$ cat config.mk
export PLATFORM = sky130hd
export DESIGN_NAME = mseu_ctrl
export DESIGN_NICKNAME = d
export VERILOG_FILES = /design/src/design/mseu_pkg.sv /design/src/design/mseu_ctrl.sv
export SDC_FILE = /design/constraint.sdc
export NUM_CORES = 1
export LEC_CHECK = 0
export BUFFER_PORTS_ARGS = -buffer_cell sky130_fd_sc_hd__buf_2
export CAP_MARGIN = 10
export CORE_AREA = 2 2 39 41
export DETAILED_ROUTE_END_ITERATION = 10
export DIE_AREA = 0 0 41 43
export SLEW_MARGIN = 10
export SYNTH_ARGS = -nofsm -noshare
export SYNTH_HDL_FRONTEND = slang
export SYNTH_SLANG_ARGS = --single-unit
$ cat constraint.sdc
create_clock -name clk -period 1.4 [get_ports clk]
set_input_delay 0.07 -clock clk [delete_from_list [all_inputs] [get_ports clk]]
set_output_delay 0.07 -clock clk [all_outputs]
set_load 0.02 [all_outputs]
$ cat src/design/mseu_pkg.sv
package mseu_pkg;

  localparam int MEM_WORDS = 1024;
  localparam int MEM_AW = $clog2(MEM_WORDS);

  localparam logic [1:0] ST_OK = 2'd0;
  localparam logic [1:0] ST_ADDR_ERR = 2'd1;
  localparam logic [1:0] ST_DIV_ZERO = 2'd2;

  typedef enum logic [4:0] {
    OP_ADD = 5'd0, OP_ADDI = 5'd1, OP_AND = 5'd2, OP_BEQ = 5'd3, OP_BGTZ = 5'd4,
    OP_BLEZ = 5'd5, OP_BNE = 5'd6, OP_DIV = 5'd7, OP_J = 5'd8, OP_JAL = 5'd9,
    OP_JR = 5'd10, OP_LUI = 5'd11, OP_LW = 5'd12, OP_MFHI = 5'd13, OP_MFLO = 5'd14,
    OP_MULT = 5'd15, OP_OR = 5'd16, OP_ROTR = 5'd17, OP_SLL = 5'd18, OP_SLT = 5'd19,
    OP_SRL = 5'd20, OP_SUB = 5'd21, OP_SW = 5'd22, OP_XOR = 5'd23
  } op_t;

  typedef enum logic [2:0] {
    S_CLEAR, S_IDLE, S_RB, S_RA, S_EXEC, S_MUL, S_DIV, S_DIVF
  } state_t;

  typedef enum logic [1:0] {
    FIN_EXEC, FIN_MUL, FIN_DIV, FIN_MEM
  } fin_kind_t;

  typedef struct packed {
    logic      clear;
    logic      accept;
    logic      latch_bc;
    logic      latch_a;
    logic      mul;
    logic      div_start;
    logic      div_step;
    logic      finish;
    fin_kind_t kind;
  } cmd_t;

  typedef struct packed {
    op_t  op;
    logic misaligned;
    logic div_zero;
    logic div_last;
    logic clear_last;
    logic out_free;
  } sts_t;

endpackage

$ cat src/design/mseu_ctrl.sv
module mseu_ctrl (
  input  logic           clk,
  input  logic           rst,
  input  logic           s_tvalid,
  input  mseu_pkg::sts_t sts,
  output logic           s_tready,
  output mseu_pkg::cmd_t cmd
);

  mseu_pkg::state_t state, state_next;
  logic mem_wait, mem_wait_next;

  always_ff @(posedge clk) begin
    if (rst) begin
      state <= mseu_pkg::S_CLEAR;
      mem_wait <= 1'b0;
    end else begin
      state <= state_next;
      mem_wait <= mem_wait_next;
    end
  end

  always_comb begin
    state_next = state;
    mem_wait_next = mem_wait;
    s_tready = 1'b0;
    cmd = '0;
    cmd.kind = mseu_pkg::FIN_EXEC;
    case (state)
      mseu_pkg::S_CLEAR: begin
        cmd.clear = 1'b1;
        if (sts.clear_last) state_next = mseu_pkg::S_IDLE;
      end
      mseu_pkg::S_IDLE: begin
        s_tready = 1'b1;
        if (s_tvalid) begin
          cmd.accept = 1'b1;
          state_next = mseu_pkg::S_RB;
        end
      end
      mseu_pkg::S_RB: begin
        cmd.latch_bc = 1'b1;
        state_next = mseu_pkg::S_RA;
      end
      mseu_pkg::S_RA: begin
        cmd.latch_a = 1'b1;
        state_next = mseu_pkg::S_EXEC;
      end
      mseu_pkg::S_EXEC: begin
        if (mem_wait) begin
          cmd.kind = mseu_pkg::FIN_MEM;
          if (sts.out_free) begin
            cmd.finish = 1'b1;
            mem_wait_next = 1'b0;
            state_next = mseu_pkg::S_IDLE;
          end
        end else begin
          case (sts.op)
            mseu_pkg::OP_MULT: begin
              cmd.mul = 1'b1;
              state_next = mseu_pkg::S_MUL;
            end
            mseu_pkg::OP_DIV: begin
              if (!sts.div_zero) begin
                cmd.div_start = 1'b1;
                state_next = mseu_pkg::S_DIV;
              end else if (sts.out_free) begin
                cmd.finish = 1'b1;
                state_next = mseu_pkg::S_IDLE;
              end
            end
            mseu_pkg::OP_LW: begin
              if (!sts.misaligned) begin
                mem_wait_next = 1'b1;
              end else if (sts.out_free) begin
                cmd.finish = 1'b1;
                state_next = mseu_pkg::S_IDLE;
              end
            end
            default: begin
              if (sts.out_free) begin
                cmd.finish = 1'b1;
                state_next = mseu_pkg::S_IDLE;
              end
            end
          endcase
        end
      end
      mseu_pkg::S_MUL: begin
        cmd.kind = mseu_pkg::FIN_MUL;
        if (sts.out_free) begin
          cmd.finish = 1'b1;
          state_next = mseu_pkg::S_IDLE;
        end
      end
      mseu_pkg::S_DIV: begin
        cmd.div_step = 1'b1;
        if (sts.div_last) state_next = mseu_pkg::S_DIVF;
      end
      mseu_pkg::S_DIVF: begin
        cmd.kind = mseu_pkg::FIN_DIV;
        if (sts.out_free) begin
          cmd.finish = 1'b1;
          state_next = mseu_pkg::S_IDLE;
        end
      end
      default: state_next = mseu_pkg::S_CLEAR;
    endcase
  end

endmodule

==> results.cfg, run 1 <==
[run_status]
status = finished with violations
violations = setup timing

[timing]
worst_slack_ns = -0.0304
period_minus_slack_ns = 1.43
tightest_slew_ns = 0.346
fin_worst_skew_ns = 0.00140
final-setup-viol-count = 1
clock.fmax_mhz = 699
maxSlewHeadroom_pct = 76.6
post-route-period-util_pct = 102
rsz0062_at_grt = true
finalSetupTns_ns = -0.0304
finalHoldViolCount = 0
slew_viol_final = 0
whs_ns = 0.0568

[synth]
synth_edf_count = 0
netlist_instances = 60
synthDistinctLibCells = 29
synth_common_cells = inv_1, nand2_1, a21oi_1
async_flop_share_pct = 0
yosysTopAreaCellShare_pct = 18.5
yosys_warnings = 0
ys_top_cells_by_area = dfxtp_1, a21oi_1, and3_1
syn-cell-area_um2 = 433
mappedNetlistNets = 73
yosysTopAreaCell = dfxtp_1
syn_avg_cell_area_um2 = 7.22
synthFlopType = dfxtp_1
synth_seq_cells = 4
synth-seq-area-share_pct = 18.5

[place]
pre_cts_slack_ns = 0.0916
dp_hpwl_um = 947
place_area_um2 = 581
io_buffers = 23
gp_congestion = 0.770

[final_layout]
insertedDiodeCount = 0
nets = 104
syn2layout_area_growth_pct = 53.8
regArea_um2 = 90.1
multi_input_area_um2 = 334
fill_cells = 143
drive_gt1_share_pct = 49.4
final_cell_area_um2 = 666

[global_route]
grt_pass1_vias = 491
grt_max_degree = 11
grt_antenna_before_repair = 0
grt_pass1_wl_mm = 2.01
overflow = 0
grt_use_total_pct = 16.9

[cts]
clkLatencyLatePin_ns = 0.24
cts-buffers-inserted = 3
postCtsHoldBufs = 0
clkTransAtPathRegs_ns = 0.04
cts_buffer_depth = 2
cts_tree = done
cts_num_sinks = 4
cts_root_buffer = clkbuf_4
ctsHtreeMaxLevel = 1

[floorplan]
coreArea_um2 = 1380
std_cell_rows = 14
die_area_um2 = 1760
io_pins = 24
start_util_pct = 31.3
die-height_um = 43
fp.dieW_um = 41

[route]
via_per_inst = 5.17
wl_per_cell_um = 11.7
first_iter_violations = 7
ant_nets = 0
drc_errors = 0
wl_mm = 1.23
firstDrtPassIters = 4
dr_total_vias = 543

[pwr]
p_per_area_nw_per_um2 = 540
p_total_w = 0.000360
ir_worst_vdd_v = 0.000359
p_leak_nw = 0.349

[critical_path]
crit_arrival_ns = 1.36
cp-start-kind = register
path_cells = nor4b_4 > nand2_1 > nor3_4 > buf_6
max_stage_delay_ns = 0.35
crit_type = reg -> out
cp-end-kind = primary output
crit_slowest_cell = dfxtp_4
critPathMaxFanout = 4
worstPathRequired_ns = 1.33

[min_path]
hold_class = in -> reg

[flow_run]
maxCapViolations = 0
[kinds of logic after synthesis]
kind of cell | synth area share, %
xor gates and xnor gates | 2.02
buffers and inverters | 10.1
AOI/OAI and AO/OA | 27.2
DFF | 18.5
and+or+nand+nor | 42.2
[layout by cell type (no fill, tap or decap), drive strengths merged, types with 2 or more instances in the layout]
master  count
a21oi       5
and3        4
buf        29
clkbuf      3
dfxtp       4
inv         7
nand2       6
nand3       3
nor2        4
nor2b       3
nor3        3
o21ai       3
o41ai       2
[power breakdown]
group,internal (W),leakage [nW],switching (W)
clock network,0.0000961,0.0138,0.0000512
registers,0.000115,0.0349,0.00000876
logic,0.0000371,0.300,0.0000514
[registers in the layout (all words and copies together) (netlist names)]
signal and count:
mem_wait 1, state 3
[worst max-delay path: cells and delay by family, from the launching register on]
| family | cells | cell delay, ns |
|---|---|---|
| DFF | 1 | 0.35 |
| buffers and inverters | 1 | 0.14 |
| and+or+nand+nor | 3 | 0.62 |
[final cells by class]
cell class / instances / share of cell area, %
timing repair buffer: 29 / 25.9
clock buffer: 3 / 3.38
multi-input combinational: 46 / 50.2
tap: 16 / 3.01
inverter: 7 / 3.95
sequential: 4 / 13.5
[metrics by stage]
step / utilization, % / std cells
4_1_cts: 46.4 / 105
2_1_floorplan: - / 60
5_1_grt: 48.1 / 105
6_report: 48.1 / 105
3_3_place_gp: 42.0 / 99
3_5_place_dp: 42.0 / 99
[routing by layer]
metal	track usage, %	routed length (um)	part of all wire (%)	up-vias
met1	19.9	507	41	242
met3	3.66	81	6.6	5
met5	0	0	0	-
li1	-	-	-	279
met2	25.3	599	49	17
met4	12.0	39	3.2	0
[what timing repair did]
action,CTS,global route
setup endpoints to repair,4,4
cloned,0,0
resized for setup,8,5
pin swaps,3,4
buffers inserted,3,0
[worst paths after layout]
| check | from | endpoint | slack [ns] | cells after the start |
|---|---|---|---|---|
| worst max-delay path | state[1]$_SDFFE_PP0P_ | cmd[4] | -0.03 | 4 |
| worst min-delay path | rst | mem_wait$_SDFFE_PP0P_ | 0.06 | 2 |
| worst max register to register | state[1]$_SDFFE_PP0P_ | state[1]$_SDFFE_PP0P_ | 0.07 | 5 |
| worst min register to register | mem_wait$_SDFFE_PP0P_ | mem_wait$_SDFFE_PP0P_ | 0.64 | 3 |
Power figures use the tool's default switching activity.
==> inputs of run 2 (changes only) <==
--- a/config.mk
+++ b/config.mk
@@ -6,10 +6,13 @@
 export NUM_CORES = 1
 export LEC_CHECK = 0
 export BUFFER_PORTS_ARGS = -buffer_cell sky130_fd_sc_hd__buf_2
-export CAP_MARGIN = 10
-export CORE_AREA = 2 2 39 41
+export CELL_PAD_IN_SITES_DETAIL_PLACEMENT = 1
+export CELL_PAD_IN_SITES_GLOBAL_PLACEMENT = 1
+export CORE_AREA = 2 2 42 44
+export CTS_BUF_LIST = sky130_fd_sc_hd__clkbuf_2 sky130_fd_sc_hd__clkbuf_4 sky130_fd_sc_hd__clkbuf_8
 export DETAILED_ROUTE_END_ITERATION = 10
-export DIE_AREA = 0 0 41 43
+export DIE_AREA = 0 0 44 46
+export PLACE_DENSITY_LB_ADDON = 0.1
 export SLEW_MARGIN = 10
 export SYNTH_ARGS = -nofsm -noshare
 export SYNTH_HDL_FRONTEND = slang
==> run 2 against run 1 <==
Compared with the run above:
- the flow now finishes without violations
- die area up 15%
- clock skew up 0.0030 ns
- combinational power up 14%
- power up 0.45%
- fmax up 5.0%
- wire length up 15%
- sequential share of layout area about the same
- critical path type unchanged
- critical endpoint is now cmd[5]
- largest cell class unchanged
- highest routed layer unchanged
==> results.cfg, run 2 (synthesized netlist as in run 1, its figures left out) <==
[run_status]
status = complete, no violations

[timing]
period_minus_slack_ns = 1.36
final-setup-viol-count = 0
finalSetupTns_ns = 0
worst_slack_ns = 0.0384
clock.fmax_mhz = 734
rsz0062_at_grt = true
fin_worst_skew_ns = 0.00440
post-route-period-util_pct = 97.3
slew_viol_final = 0
maxSlewHeadroom_pct = 79.1
tightest_slew_ns = 0.310
finalHoldViolCount = 0

[place]
dp_hpwl_mm = 1.09
place_area_um2 = 597
placed_cells = 102
pre_cts_slack_ns = 0.0854
io_buffers = 23
gp_congestion = 0.726

[min_path]
hold_class = in -> reg
min_from = rst

[critical_path]
crit_type = reg -> out
cp-end-kind = primary output
cp-start-kind = register
critPathLaunch = mem_wait$_SDFFE_PP0P_
path_cells = nor4b_4 > buf_4 > and3_4 > buf_6
critPathMaxFanout = 3
worstPathRequired_ns = 1.33
crit_slowest_cell = dfxtp_4
crit_arrival_ns = 1.29
max_stage_delay_ns = 0.34
r2r_start = state[0]$_SDFFE_PP0P_

[route]
firstDrtPassIters = 3
dr_total_vias = 553
via_per_inst = 5.12
drc_errors = 0
ant_nets = 0
wl_mm = 1.41
first_iter_violations = 5
wl_per_cell_um = 13.1

[global_route]
grt_use_total_pct = 15.7
grt_antenna_before_repair = 0
grt_max_degree = 9
grt_pass1_wl_mm = 2.34
overflow = 0
grt_pass1_vias = 530

[flow_run]
maxCapViolations = 0

[floorplan]
die_area_um2 = 2020
io_pins = 24
start_util_pct = 26.8
die-height_um = 46
fp.dieW_um = 44
coreArea_um2 = 1610
std_cell_rows = 15

[final_layout]
final_cell_mix = buf_2, buf_4, inv_1, nand2_1, a21oi_1
regMostFlops = state
regArea_um2 = 92.6
final_common_cell = buf_2
drive_gt1_share_pct = 50.5
fin_cells = 108
largest_reg_flops = 3
final_cell_area_um2 = 683
multi_input_area_um2 = 324
nets = 106
reg.largest.list = state x3, mem_wait x1
fill_cells = 214
syn2layout_area_growth_pct = 57.8
insertedDiodeCount = 0

[cts]
cts_root_buffer = clkbuf_4
cts_num_sinks = 4
cts_buffer_depth = 2
ctsHtreeMaxLevel = 1
clkLatencyLatePin_ns = 0.23
clkTransAtPathRegs_ns = 0.03
postCtsHoldBufs = 0
cts-buffers-inserted = 3
cts_tree = done

[pwr]
ir_worst_vdd_v = 0.000538
p_leak_nw = 0.357
p_per_area_nw_per_um2 = 529
## run 2: power breakdown
| part | internal [W] | switching (W) |
|---|---|---|
| registers | 0.000114 | 0.00000500 |
| logic | 0.0000427 | 0.0000586 |
| clock network | 0.0000957 | 0.0000450 |
| total | 0.000253 | 0.000109 |
## run 2: layout make-up
cell class / count / share of cell area, %
Clock buffer: 3 / 3.30
Inverter: 7 / 3.85
Multi-Input combinational cell: 46 / 47.4
Sequential cell: 4 / 13.6
Tap cell: 17 / 3.11
Timing Repair Buffer: 31 / 28.8
## run 2: metrics by stage
stage	hold WS [ns]	utilization, %	total power (W)
after floorplan	0.139	-	0.000173
after global placement	0.314	37.0	0.000222
after detailed placement	0.316	37.0	0.000221
after CTS	0.0622	40.7	0.000372
after global routing	0.0676	42.3	0.000391
final	0.0594	42.3	0.000361
## run 2: path summary, 6_finish.rpt
| path | cells past startpoint | to | slack (ns) |
|---|---|---|---|
| worst max register to register | 5 | state[0]$_SDFFE_PP0P_ | 0.09 |
| worst min-delay path | 2 | mem_wait$_SDFFE_PP0P_ | 0.06 |
| worst min register to register | 3 | mem_wait$_SDFFE_PP0P_ | 0.66 |
| worst max-delay path | 4 | cmd[5] | 0.04 |
## run 2: what timing repair did
| item | 4_1_cts | 5_1_grt |
|---|---|---|
| buffers inserted | 3 | 1 |
| endpoints found under the setup margin | 3 | 4 |
| pin swaps | 3 | 4 |
| resized for setup | 7 | 9 |
## run 2: routing by layer
layer / GRT usage, % / vias up / share of wire, %
li1: - / 284 / -
met2: 25.9 / 12 / 49
met4: 7.27 / 0 / 1.8
met5: 0 / - / 0
met3: 2.78 / 4 / 3.8
met1: 19.8 / 253 / 45
## run 2: worst max-delay path: cells and delay by family (launching register included)
kind,cells,cell delay (ns)
AND/OR/NAND/NOR,2,0.46
flip-flops,1,0.34
buffers and inverters,2,0.27
